**config.mk**
```make
export PLATFORM = sky130hd
export DESIGN_NAME = binary_min_heap
export DESIGN_NICKNAME = d
export VERILOG_FILES = /design/src/hdl/bmh_pkg.sv /design/src/hdl/bmh_store.sv /design/src/hdl/binary_min_heap.sv
export SDC_FILE = /design/constraint.sdc
export NUM_CORES = 1
export LEC_CHECK = 0
export BUFFER_PORTS_ARGS = -buffer_cell sky130_fd_sc_hd__clkbuf_2
export CAP_MARGIN = 10
export CORE_AREA = 2 2 257 259
export CTS_CLUSTER_DIAMETER = 120
export DETAILED_ROUTE_END_ITERATION = 8
export DIE_AREA = 0 0 259 261
export MAX_ROUTING_LAYER = met4
export PLACE_DENSITY_LB_ADDON = 0.12
export SLEW_MARGIN = 20
export SYNTH_ARGS = -nofsm -noshare
export SYNTH_HDL_FRONTEND = slang
export SYNTH_SLANG_ARGS = --single-unit
```
**constraint.sdc**
```tcl
create_clock -name clk -period 6.3 [get_ports clk]
set_input_delay 1.575 -clock clk [delete_from_list [all_inputs] [get_ports clk]]
set_output_delay 1.575 -clock clk [all_outputs]
set_load 0.01 [all_outputs]
```
**src/hdl/bmh_pkg.sv**
```systemverilog
// ----------------------------------------------------------------------------
// bmh_pkg: shared types and constants of the binary min-heap
// Key and index widths, operation and status codes, and the transfer structs
// of the command and result channels.
// ----------------------------------------------------------------------------
package bmh_pkg;

  localparam int CAPACITY = 16;
  localparam int KEY_W    = 32;
  localparam int IDX_W    = 4;
  localparam int CNT_W    = 5;

  localparam logic signed [KEY_W-1:0] KEY_MAX = {1'b0, {(KEY_W-1){1'b1}}};
  localparam logic signed [KEY_W-1:0] KEY_MIN = {1'b1, {(KEY_W-1){1'b0}}};

  localparam logic [1:0] KIND_INSERT = 2'd0;
  localparam logic [1:0] KIND_POP    = 2'd1;
  localparam logic [1:0] KIND_DEC    = 2'd2;
  localparam logic [1:0] KIND_DEL    = 2'd3;

  localparam logic [1:0] ST_OK    = 2'd0;
  localparam logic [1:0] ST_EMPTY = 2'd1;
  localparam logic [1:0] ST_FULL  = 2'd2;
  localparam logic [1:0] ST_RANGE = 2'd3;

  typedef struct packed {
    logic [1:0]              kind;
    logic signed [KEY_W-1:0] key_value;
    logic [IDX_W-1:0]        entry_index;
  } in_t;

  typedef struct packed {
    logic signed [KEY_W-1:0] popped_key;
    logic [1:0]              status;
    logic signed [KEY_W-1:0] min_key;
    logic [CNT_W-1:0]        entry_count;
  } out_t;

  typedef struct packed {
    logic             we;
    logic [IDX_W-1:0] wa;
    logic [IDX_W-1:0] ra;
    logic [IDX_W-1:0] rb;
  } store_ctl_t;

endpackage

```
**src/hdl/bmh_store.sv**
```systemverilog
// ----------------------------------------------------------------------------
// bmh_store: heap key store
// One write port and two read ports with registered read data.
// ----------------------------------------------------------------------------
module bmh_store (
  input  logic                           clk,
  input  bmh_pkg::store_ctl_t            ctl,
  input  logic signed [bmh_pkg::KEY_W-1:0] wdata,
  output logic signed [bmh_pkg::KEY_W-1:0] rdata_a,
  output logic signed [bmh_pkg::KEY_W-1:0] rdata_b
);

  logic signed [bmh_pkg::KEY_W-1:0] mem [bmh_pkg::CAPACITY];

  always_ff @(posedge clk) begin
    if (ctl.we) begin
      mem[ctl.wa] <= wdata;
    end
    rdata_a <= mem[ctl.ra];
    rdata_b <= mem[ctl.rb];
  end

endmodule

```
**src/hdl/binary_min_heap.sv**
```systemverilog
// ----------------------------------------------------------------------------
// binary_min_heap: priority queue of signed keys held as an array heap
// A command is taken when start is high and busy low. Busy stays high until
// the single result is ready; the result is shown on out_data under out_valid
// for one cycle, the first cycle with busy low, and the receiver must take it
// as it comes. The key store has one write and two registered read ports, so
// each heap level takes a read state and a compare state. A refused command
// goes straight to the result state; insert and decrease climb from their slot
// toward the root and then write the key; a pop that empties the heap goes
// straight to the result, otherwise the last entry is read and sunk from the
// root; a delete reads its entry, climbs with the least key and then pops.
// ----------------------------------------------------------------------------
module binary_min_heap (
  input  logic          clk,
  input  logic          rst_n,
  input  logic          start,
  output logic          busy,
  input  bmh_pkg::in_t  in_data,
  output logic          out_valid,
  output bmh_pkg::out_t out_data
);

  localparam int KW = bmh_pkg::KEY_W;
  localparam int IW = bmh_pkg::IDX_W;
  localparam int CW = bmh_pkg::CNT_W;

  localparam logic [3:0] S_IDLE    = 4'd0;
  localparam logic [3:0] S_DELRD   = 4'd1;
  localparam logic [3:0] S_UP      = 4'd2;
  localparam logic [3:0] S_UPCMP   = 4'd3;
  localparam logic [3:0] S_UPEND   = 4'd4;
  localparam logic [3:0] S_POP     = 4'd5;
  localparam logic [3:0] S_POPRD   = 4'd6;
  localparam logic [3:0] S_DOWN    = 4'd7;
  localparam logic [3:0] S_DOWNCMP = 4'd8;
  localparam logic [3:0] S_RESP    = 4'd9;

  localparam logic [CW-1:0] CNT_FULL = CW'(bmh_pkg::CAPACITY);

  logic [3:0]           state_r, state_nxt;
  logic [CW-1:0]        count_r, count_nxt;
  logic [IW-1:0]        pos_r, pos_nxt;
  logic signed [KW-1:0] cur_r, cur_nxt;
  logic signed [KW-1:0] root_r, root_nxt;
  logic signed [KW-1:0] popped_r, popped_nxt;
  logic [1:0]           status_r, status_nxt;
  logic                 del_r, del_nxt;
  logic                 out_valid_r, out_valid_nxt;
  bmh_pkg::out_t        out_r, out_nxt;

  bmh_pkg::store_ctl_t  ctl;
  logic signed [KW-1:0] wdata, rdata_a, rdata_b;

  logic [IW-1:0]        pos_m1, parent;
  logic [CW-1:0]        lchild, count_m1;
  logic [CW:0]          rchild;
  logic                 l_ok, r_ok;
  logic signed [KW-1:0] best_val;
  logic [IW-1:0]        best_idx;

  bmh_store u_store (
    .clk     (clk),
    .ctl     (ctl),
    .wdata   (wdata),
    .rdata_a (rdata_a),
    .rdata_b (rdata_b)
  );

  assign pos_m1   = pos_r - IW'(1);
  assign parent   = {1'b0, pos_m1[IW-1:1]};
  assign lchild   = {pos_r, 1'b1};
  assign rchild   = {1'b0, pos_r, 1'b0} + (CW+1)'(2);
  assign count_m1 = count_r - CW'(1);
  assign l_ok     = lchild < count_r;
  assign r_ok     = rchild < {1'b0, count_r};

  always_comb begin
    best_val = cur_r;
    best_idx = pos_r;
    if (l_ok && (rdata_a < best_val)) begin
      best_val = rdata_a;
      best_idx = lchild[IW-1:0];
    end
    if (r_ok && (rdata_b < best_val)) begin
      best_val = rdata_b;
      best_idx = rchild[IW-1:0];
    end
  end

  always_comb begin
    state_nxt     = state_r;
    count_nxt     = count_r;
    pos_nxt       = pos_r;
    cur_nxt       = cur_r;
    popped_nxt    = popped_r;
    status_nxt    = status_r;
    del_nxt       = del_r;
    out_valid_nxt = 1'b0;
    out_nxt       = out_r;
    ctl.we        = 1'b0;
    ctl.wa        = pos_r;
    ctl.ra        = pos_r;
    ctl.rb        = pos_r;
    wdata         = cur_r;

    unique case (state_r)
      S_IDLE: begin
        if (start) begin
          status_nxt = bmh_pkg::ST_OK;
          popped_nxt = '0;
          del_nxt    = 1'b0;
          unique case (in_data.kind)
            bmh_pkg::KIND_INSERT: begin
              if (count_r == CNT_FULL) begin
                status_nxt = bmh_pkg::ST_FULL;
                state_nxt  = S_RESP;
              end else begin
                pos_nxt   = count_r[IW-1:0];
                cur_nxt   = in_data.key_value;
                count_nxt = count_r + CW'(1);
                state_nxt = S_UP;
              end
            end
            bmh_pkg::KIND_POP: begin
              if (count_r == '0) begin
                status_nxt = bmh_pkg::ST_EMPTY;
                popped_nxt = bmh_pkg::KEY_MAX;
                state_nxt  = S_RESP;
              end else begin
                state_nxt = S_POP;
              end
            end
            bmh_pkg::KIND_DEC: begin
              if ({1'b0, in_data.entry_index} >= count_r) begin
                status_nxt = bmh_pkg::ST_RANGE;
                state_nxt  = S_RESP;
              end else begin
                pos_nxt   = in_data.entry_index;
                cur_nxt   = in_data.key_value;
                state_nxt = S_UP;
              end
            end
            bmh_pkg::KIND_DEL: begin
              if ({1'b0, in_data.entry_index} >= count_r) begin
                status_nxt = bmh_pkg::ST_RANGE;
                state_nxt  = S_RESP;
              end else begin
                ctl.ra    = in_data.entry_index;
                pos_nxt   = in_data.entry_index;
                cur_nxt   = bmh_pkg::KEY_MIN;
                del_nxt   = 1'b1;
                state_nxt = S_DELRD;
              end
            end
            default: state_nxt = S_IDLE;
          endcase
        end
      end
      S_DELRD: begin
        popped_nxt = rdata_a;
        state_nxt  = S_UP;
      end
      S_UP: begin
        if (pos_r == '0) begin
          state_nxt = S_UPEND;
        end else begin
          ctl.ra    = parent;
          state_nxt = S_UPCMP;
        end
      end
      S_UPCMP: begin
        if (rdata_a <= cur_r) begin
          state_nxt = S_UPEND;
        end else begin
          ctl.we    = 1'b1;
          wdata     = rdata_a;
          pos_nxt   = parent;
          state_nxt = S_UP;
        end
      end
      S_UPEND: begin
        ctl.we    = 1'b1;
        state_nxt = del_r ? S_POP : S_RESP;
      end
      S_POP: begin
        if (!del_r) begin
          popped_nxt = root_r;
        end
        count_nxt = count_m1;
        if (count_m1 == '0) begin
          state_nxt = S_RESP;
        end else begin
          ctl.ra    = count_m1[IW-1:0];
          state_nxt = S_POPRD;
        end
      end
      S_POPRD: begin
        cur_nxt   = rdata_a;
        pos_nxt   = '0;
        state_nxt = S_DOWN;
      end
      S_DOWN: begin
        if (!l_ok) begin
          ctl.we    = 1'b1;
          state_nxt = S_RESP;
        end else begin
          ctl.ra    = lchild[IW-1:0];
          ctl.rb    = rchild[IW-1:0];
          state_nxt = S_DOWNCMP;
        end
      end
      S_DOWNCMP: begin
        ctl.we = 1'b1;
        if (best_idx == pos_r) begin
          state_nxt = S_RESP;
        end else begin
          wdata     = best_val;
          pos_nxt   = best_idx;
          state_nxt = S_DOWN;
        end
      end
      S_RESP: begin
        out_valid_nxt       = 1'b1;
        out_nxt.popped_key  = popped_r;
        out_nxt.status      = status_r;
        out_nxt.min_key     = (count_r == '0) ? bmh_pkg::KEY_MAX : root_r;
        out_nxt.entry_count = count_r;
        state_nxt           = S_IDLE;
      end
      default: state_nxt = S_IDLE;
    endcase
  end

  assign root_nxt = (ctl.we && (ctl.wa == '0)) ? wdata : root_r;

  always_ff @(posedge clk) begin
    if (!rst_n) begin
      state_r     <= S_IDLE;
      count_r     <= '0;
      out_valid_r <= 1'b0;
      del_r       <= 1'b0;
    end else begin
      state_r     <= state_nxt;
      count_r     <= count_nxt;
      out_valid_r <= out_valid_nxt;
      del_r       <= del_nxt;
    end
  end

  always_ff @(posedge clk) begin
    pos_r    <= pos_nxt;
    cur_r    <= cur_nxt;
    root_r   <= root_nxt;
    popped_r <= popped_nxt;
    status_r <= status_nxt;
    out_r    <= out_nxt;
  end

  assign busy      = (state_r != S_IDLE);
  assign out_valid = out_valid_r;
  assign out_data  = out_r;

  a_pulse: assert property (@(posedge clk) disable iff (!rst_n)
    out_valid |=> !out_valid)
    else $error("result strobe longer than one cycle");

  a_take: assert property (@(posedge clk) disable iff (!rst_n)
    start && !busy |=> busy)
    else $error("command transfer did not raise busy");

  a_count: assert property (@(posedge clk) disable iff (!rst_n)
    out_valid |-> out_data.entry_count <= CNT_FULL)
    else $error("entry count beyond capacity");

  a_empty: assert property (@(posedge clk) disable iff (!rst_n)
    out_valid && (out_data.entry_count == '0) |-> out_data.min_key == bmh_pkg::KEY_MAX)
    else $error("empty heap reports a minimum other than the largest key");

endmodule
```
Word-level counts from Yosys, hierarchy flattened
Memory sizes are Yosys's and may differ from the RTL's. A register that Yosys moved wholly into a read port is not among the register bits.
Index checks and enable logic that the tools add are counted.
{ "totals": {"out_inout_bits": 73, "ram_bits": 512, "wordCells": 130, "latchBits": 0, "inputBits": 41, "mem_count": 1, "mem_bits_ro": 0, "register_bits": 184} }
{ "memory_table": {"columns": ["memory", "words", "width", "rd", "rd_ports_with_merged_regs", "wr", "line_no", "rtl"], "rows": [
  ["u_store.mem", 16, 32, 2, 2, 1, "bmh_store.sv:13", "logic signed [bmh_pkg::KEY_W-1:0] mem [bmh_pkg::CAPACITY];"]
]} }
{ "classes": {"order_cmp": 6, "eq_ne": 25, "reduce_logical": 20, "n_shift": 0, "multipliers": 0, "n_div": 0, "bitwise": 0, "add_sub_neg": 4, "muxes": 61} }
{ "op_table": {"columns": ["op", "count"], "rows": [
  ["$mux 32", 10],
  ["$pmux 32 s3", 2],
  ["$pmux 32 s2", 2],
  ["$mux 4", 20],
  ["$lt 32x32->1", 2],
  ["$mux 31", 2],
  ["$pmux 4 s4", 3],
  ["$pmux 4 s9", 1],
  ["$le 32x32->1", 1],
  ["$eq 4x3->1 const B", 4],
  ["$mux 5", 3],
  ["$reduce_and 6->1", 2],
  ["$logic_not 5->1", 2],
  ["$ne 2x2->1 const B", 5],
  ["$pmux 5 s2", 1],
  ["$mux 1", 9],
  ["$ne 3x3->1 const B", 3],
  ["$eq 4x2->1 const B", 2],
  ["$eq 4x4->1 const B", 2],
  ["$logic_not 4->1", 2],
  ["$mux 8", 1],
  ["$pmux 4 s2", 1],
  ["$reduce_bool 4->1", 2],
  ["$add 5x2->6 const B", 1],
  ["26 further kinds", 33]
]} }

Depth between registers and ports, before layout
{ "logic_depth": {"depth_word": 9, "depth_mapped": 29, "mapped_depth_nobuf": 20} }

Cells and area by module
Synthesis repeated with hierarchy kept, for this count alone.
{ "hier_totals": {"hier_cells": 2201, "hier_area_um2": 35146.2} }
{ "modules_own_cells": {"columns": ["mod", "seq_area_each_um2", "area_each_um2", "cells_each", "n_inst"], "rows": [
  ["bmh_store", 16656.0, 24203.2, 1141, 1],
  ["binary_min_heap", 5415.2, 10943.0, 1060, 1]
]} }

Worst setup path before layout
OpenSTA, ideal clock, no wires.
{ "synth_timing": {"path_type": "register to register", "from": "register pos_r[0]", "to": "register pos_r[0] (enable)", "stages_incl_launch_ff": 30, "setup_ns": 0.374, "period_less_slack_ns": 6.566, "setup_slack_ns": -0.266, "path_buffers": 9, "arrival_ns": 6.192, "required_time_ns": 5.926, "path_cell_list": "edfxtp_1 clkbuf_1 clkbuf_1 clkbuf_1 clkbuf_1 inv_1 ha_1 nor2b_1 o21a_1 o21ai_0 nand2_1 or4_1 clkbuf_1 clkbuf_1 clkbuf_1 nor2_1 a21oi_1 ha_1 and4_1 nand4_1 or4_4 o221ai_2 o211ai_1 o31a_1 o21a_1 buf_2 mux2i_2 nor2_2 buf_2 a221oi_1"} }
{ "synth_via": {"elab_chain_cells": 9, "elab_cells_between_ends": 12, "cone_classes": "add/sub (1); order compare (3); eq/ne (2); mux (3); reduce/logical (3)"} }
{ "synth_lines": {"columns": ["item", "line_no", "rtl"], "rows": [
  ["from (decl)", "binary_min_heap.sv:42", "logic [IW-1:0] pos_r, pos_nxt;"],
  ["from (signal assigned)", "binary_min_heap.sv:251", "pos_r <= pos_nxt;"],
  ["$lt 5x5->1", "binary_min_heap.sv:74", "assign l_ok = lchild < count_r;"],
  ["$logic_and 1x1->1", "binary_min_heap.sv:80", "if (l_ok && (rdata_a < best_val)) begin"],
  ["$mux 32", "binary_min_heap.sv:80", null],
  ["$lt 32x32->1", "binary_min_heap.sv:84", "if (r_ok && (rdata_b < best_val)) begin"],
  ["$logic_and 1x1->1", "binary_min_heap.sv:84", null],
  ["$mux 4", "binary_min_heap.sv:84", null],
  ["$eq 4x4->1 (*)", "binary_min_heap.sv:214", "if (best_idx == pos_r) begin"],
  ["$ne 2x2->1 (no source line) (*)", null, null],
  ["$reduce_and 6->1 (no source line) (*)", null, null]
]} }
Every way passes the cells marked *; elsewhere a longest branch is shown, timed or not.
A chain may end at the register's enable or synchronous reset.

Final worst setup path
{ "layout_timing": {"from": "register cur_r[20]", "to": "memory u_store.mem[12][8] (netlist name), data pin"} }
{ "layout_via": {"elab_chain_cells": 9, "elab_cells_between_ends": 13, "cone_classes": "order compare (3); eq/ne (1); mux (7); reduce/logical (2)"} }
{ "layout_lines": {"columns": ["item", "line_no", "rtl"], "rows": [
  ["from (decl)", "binary_min_heap.sv:43", "logic signed [KW-1:0] cur_r, cur_nxt;"],
  ["from (signal assigned)", "binary_min_heap.sv:252", "cur_r <= cur_nxt;"],
  ["$lt 32x32->1", "binary_min_heap.sv:80", null],
  ["$logic_and 1x1->1", "binary_min_heap.sv:80", null],
  ["$mux 32", "binary_min_heap.sv:80", null],
  ["$lt 32x32->1", "binary_min_heap.sv:84", null],
  ["$logic_and 1x1->1", "binary_min_heap.sv:84", null],
  ["$mux 4", "binary_min_heap.sv:84", null],
  ["$eq 4x4->1", "binary_min_heap.sv:214", null],
  ["$mux 32", "binary_min_heap.sv:214", null],
  ["$pmux 32 s2 (*)", "binary_min_heap.sv:106", "unique case (state_r)"],
  ["named net u_store.wdata, one bit", "bmh_store.sv:8", "input logic signed [bmh_pkg::KEY_W-1:0] wdata,"],
  ["to (decl)", "bmh_store.sv:13", null]
]} }
The timed path passes the listed nets; every way through them passes the cells marked *.

==> results.yml <==
floorplan:
  core_um2: 65000
  row_count: 94
  die_y_um: 261
  num_io_pins: 114
  die_area_um2: 67600
  die_x_um: 259
  initial_utilization_pct: 56.4
worst_hold_path:
  min_to: "out_data[42]"
  hold_path_startpoint: "popped_r[3]"
  hp-class: "flip-flop to flip-flop"
  holdPathStages: 0
sta:
  fmax_ghz: 0.160
  final.setup.worst_slack_ns: 0.0634
  relSlewSlack_pct: 21.3
  period_share_pct: 99.0
  hold_viol_final: 0
  tightest_slew_ns: 1.18
  finClkSkew_ns: 0.0234
  setup_viol: 0
  drv_slew: 0
  fin_hold_ws_ns: 0.418
  fin_crit_ns: 6.24
worst_setup_path:
  path_common_cell: "buf_12"
  rr_worst_depth: 24
  end_kind: "flip-flop"
  r2r_setup_slack_ns: 0.06
  criticalPathCategory: "flip-flop to flip-flop"
  worstPathCellList: "inv_1 > ha_1 > nand4_1 > nor3_2 > a22oi_2 > and3b_1 > or4_4 > buf_12 > nor2_1 > a21oi_1 > ha_1 > and4_1 > nand4_1 > or4_4 > o221ai_4 > buf_4 > nor2_1 > a21bo_1 > a211o_1 > mux2i_2 > nor2_4 > buf_12 > a221o_2 > buf_12"
  timing.rr.start: "cur_r[20]"
  required_ns: 6.65
  start_kind: "flip-flop"
  r2r-end: "u_store.mem[12][8]"
  worstPathArrival_ns: 6.59
  slowest_delay_ns: 0.58
  cpMaxStageDelayCell: "or4_4"
  worstPathMaxFanout: 20
clock_network:
  ctsHoldBuffers: 0
  cts.clk_slew.worst_paths_ns: 0.07
  cts-root-buf: "clkbuf_16"
  cts_max_level: 3
  cts_buffer_depth: 3
  cts_tree: "yes"
  clock_latency_ns: 0.62
  cts_inserted_buffers: 75
  cts.sinks: 728
route:
  routed_via_density: 6.70
  wl_per_cell_um: 29.0
  vias: 27300
  first_pass_iters: 6
  detail-route-antenna-nets: 0
  drt-initial-drc-count: 4226
  drt_wl_total_um: 118000
  drc: 0
logic_synthesis:
  synth_flop_cell: "edfxtp_1"
  synth_edf_count: 653
  postSynth.asyncResetShare_pct: 0
  ys_seq_area_share_pct: 57.5
  synth_area_leader_cell: "edfxtp_1"
  ys_ff_latch: 728
  synthesis.nets: 3056
  yosys.area.top_type_share_pct: 53.4
  syn_area_um2: 36700
  avgSynthCellArea_um2: 12.5
  synth_area_leaders: "edfxtp_1 (53%), mux2i_1 (13%), dfxtp_1 (4.1%)"
  yosys_warnings: 0
  synthCells: 2932
  synthDistinctLibCells: 65
global_routing:
  grt_pass1_vias: 25400
  grt_max_degree: 221
  grt-ovfl-total: 0
  grt_pass1_wl_um: 166000
  antenna_found_initial: 3
  grt_usage_pct: 34.5
placed_design:
  dp_hpwl_um: 71000
  io_buffers: 113
  place_congestion: 0.976
  preCtsSetupSlack_ns: -0.118
  place_inst: 3901
finish:
  area_delta_synth_final_pct: 16.1
  final_nets: 3267
  fin_cells: 4068
  fillCellCount: 4642
  drive_gt1_share_pct: 20.6
run:
  cap_violations: 0
power:
  power_density_nw_per_um2: 586
  ir_worst_vdd_v: 0.000619
  total_power_w: 0.0250
  p_leak_nw: 16.7
status:
  run_status: "complete, no violations"
==> cell usage after synthesis, types with 4 or more instances <==
| cell | instances |
|---|---|
| nor3_1 | 25 |
| a21oi_1 | 201 |
| nor2_1 | 328 |
| edfxtp_1 | 653 |
| a21o_1 | 6 |
| buf_2 | 50 |
| dfxtp_1 | 75 |
| a31oi_1 | 4 |
| nor2b_1 | 10 |
| nand2_1 | 193 |
| mux2i_1 | 486 |
| nand4_1 | 14 |
| a211oi_1 | 67 |
| o221ai_1 | 14 |
| o221ai_2 | 21 |
| inv_1 | 83 |
| and3_1 | 6 |
| o21ai_1 | 4 |
| a221o_1 | 63 |
| o21a_1 | 34 |
| o21ai_0 | 81 |
| xnor2_1 | 7 |
| nand2b_1 | 7 |
| or2_2 | 33 |
| a221oi_1 | 6 |
| nor4_1 | 4 |
| clkbuf_1 | 136 |
| nand3_1 | 41 |
| and2_1 | 11 |
| o211ai_1 | 42 |
| mux4_2 | 64 |
| buf_1 | 20 |
| and4_1 | 5 |
| ha_1 | 83 |
==> timing repair <==
action                     CTS  global route
cloned                       1            17
setup endpoints to repair  496           500
pin swaps                    0            12
setup buffers                2             9
gates resized for setup      2            33
==> worst max-delay path, delay by kind of cell, from the launching register on <==
| kind | cells | cell delay [ns] |
|---|---|---|
| AOI/OAI and AO/OA | 6 | 1.29 |
| adders and majority gates | 2 | 0.58 |
| buffers and inverters | 5 | 0.82 |
| DFF | 1 | 0.44 |
| muxes | 1 | 0.25 |
| and+or+nand+nor | 10 | 2.57 |
==> through the flow <==
stage          instance area, um^2  setup TNS (ns)  util, %
2_1_floorplan                36700               0        -
4_1_cts                      42200               0     64.8
5_1_grt                      42600          -27.80     65.5
6_report                     42600               0     65.5
3_5_place_dp                 39700          -35.61     61.0
3_3_place_gp                 39700               0     61.0
==> layout by cell type (no fill, tap or decap), types with 34 or more instances in the layout <==
cell type / n
a211oi_1: 67
o21ai_0: 77
clkbuf_2: 113
dfxtp_1: 75
clkbuf_16: 81
mux4_2: 64
nand2_1: 191
o21a_1: 34
o211ai_1: 42
a221o_2: 45
buf_12: 36
inv_1: 83
nand3_1: 41
nor2_1: 313
mux2i_1: 483
edfxtp_1: 653
ha_1: 81
a21oi_1: 201
buf_4: 177
==> layer usage <==
layer	share of wire [%]	track usage [%]	wire [um]	vias to the layer above
met4	3.4	12.5	3990	0
met2	44	49.9	51700	1840
met5	0	-	0	-
met1	40	48.2	47400	13500
met3	13	7.38	15000	312
li1	-	-	-	11700
==> sequential cells by signal, summed over array words and instances (netlist names) <==
signal	cells
u_store.rdata_a	32
cur_r	32
out_valid	1
status_r	2
state_r	4
out_data	71
del_r	1
u_store.mem	512
count_r	5
u_store.rdata_b	32
pos_r	4
popped_r	32
==> cell families after synthesis <==
logic type | synth area share (%)
xor+xnor | 0.239
compound gates | 10.8
mux | 17.2
flops | 57.5
fa+ha+maj | 2.83
simple gates | 8.11
buf+inv | 3.25
==> power by group <==
group	switching, W	internal (W)	total, W
Clock	0.00186	0.00258	0.00445
Combinational	0.00797	0.00555	0.0135
Sequential	0.000424	0.00659	0.00701
==> final cells by class <==
class | instances | area, um^2 | area share, %
inverter | 84 | 315 | 0.740
sequential | 728 | 21100 | 49.5
tap | 864 | 1080 | 2.54
clock buffer | 103 | 2100 | 4.92
clock inverter | 33 | 343 | 0.804
multi-input combinational | 1925 | 15000 | 35.2
timing repair buffer | 329 | 2690 | 6.31
antenna | 2 | 5.00 | 0.0117
==> worst max-delay path by stage <==
stage | start | endpoint | slack [ns] | cells past startpoint
2_1_floorplan | pos_r[0] | u_store.mem[0][22] | 0.006 | 29
4_1_cts | cur_r[10] | u_store.mem[1][28] | 0.07 | 23
6_report | cur_r[20] | u_store.mem[12][8] | 0.06 | 24
5_1_grt | cur_r[20] | u_store.mem[7][22] | -0.09 | 24
3_3_place_gp | cur_r[7] | u_store.mem[11][23] | 0.08 | 23
3_5_place_dp | cur_r[10] | u_store.mem[7][28] | -0.12 | 23
Note: power is estimated with default switching activity, not from simulation.
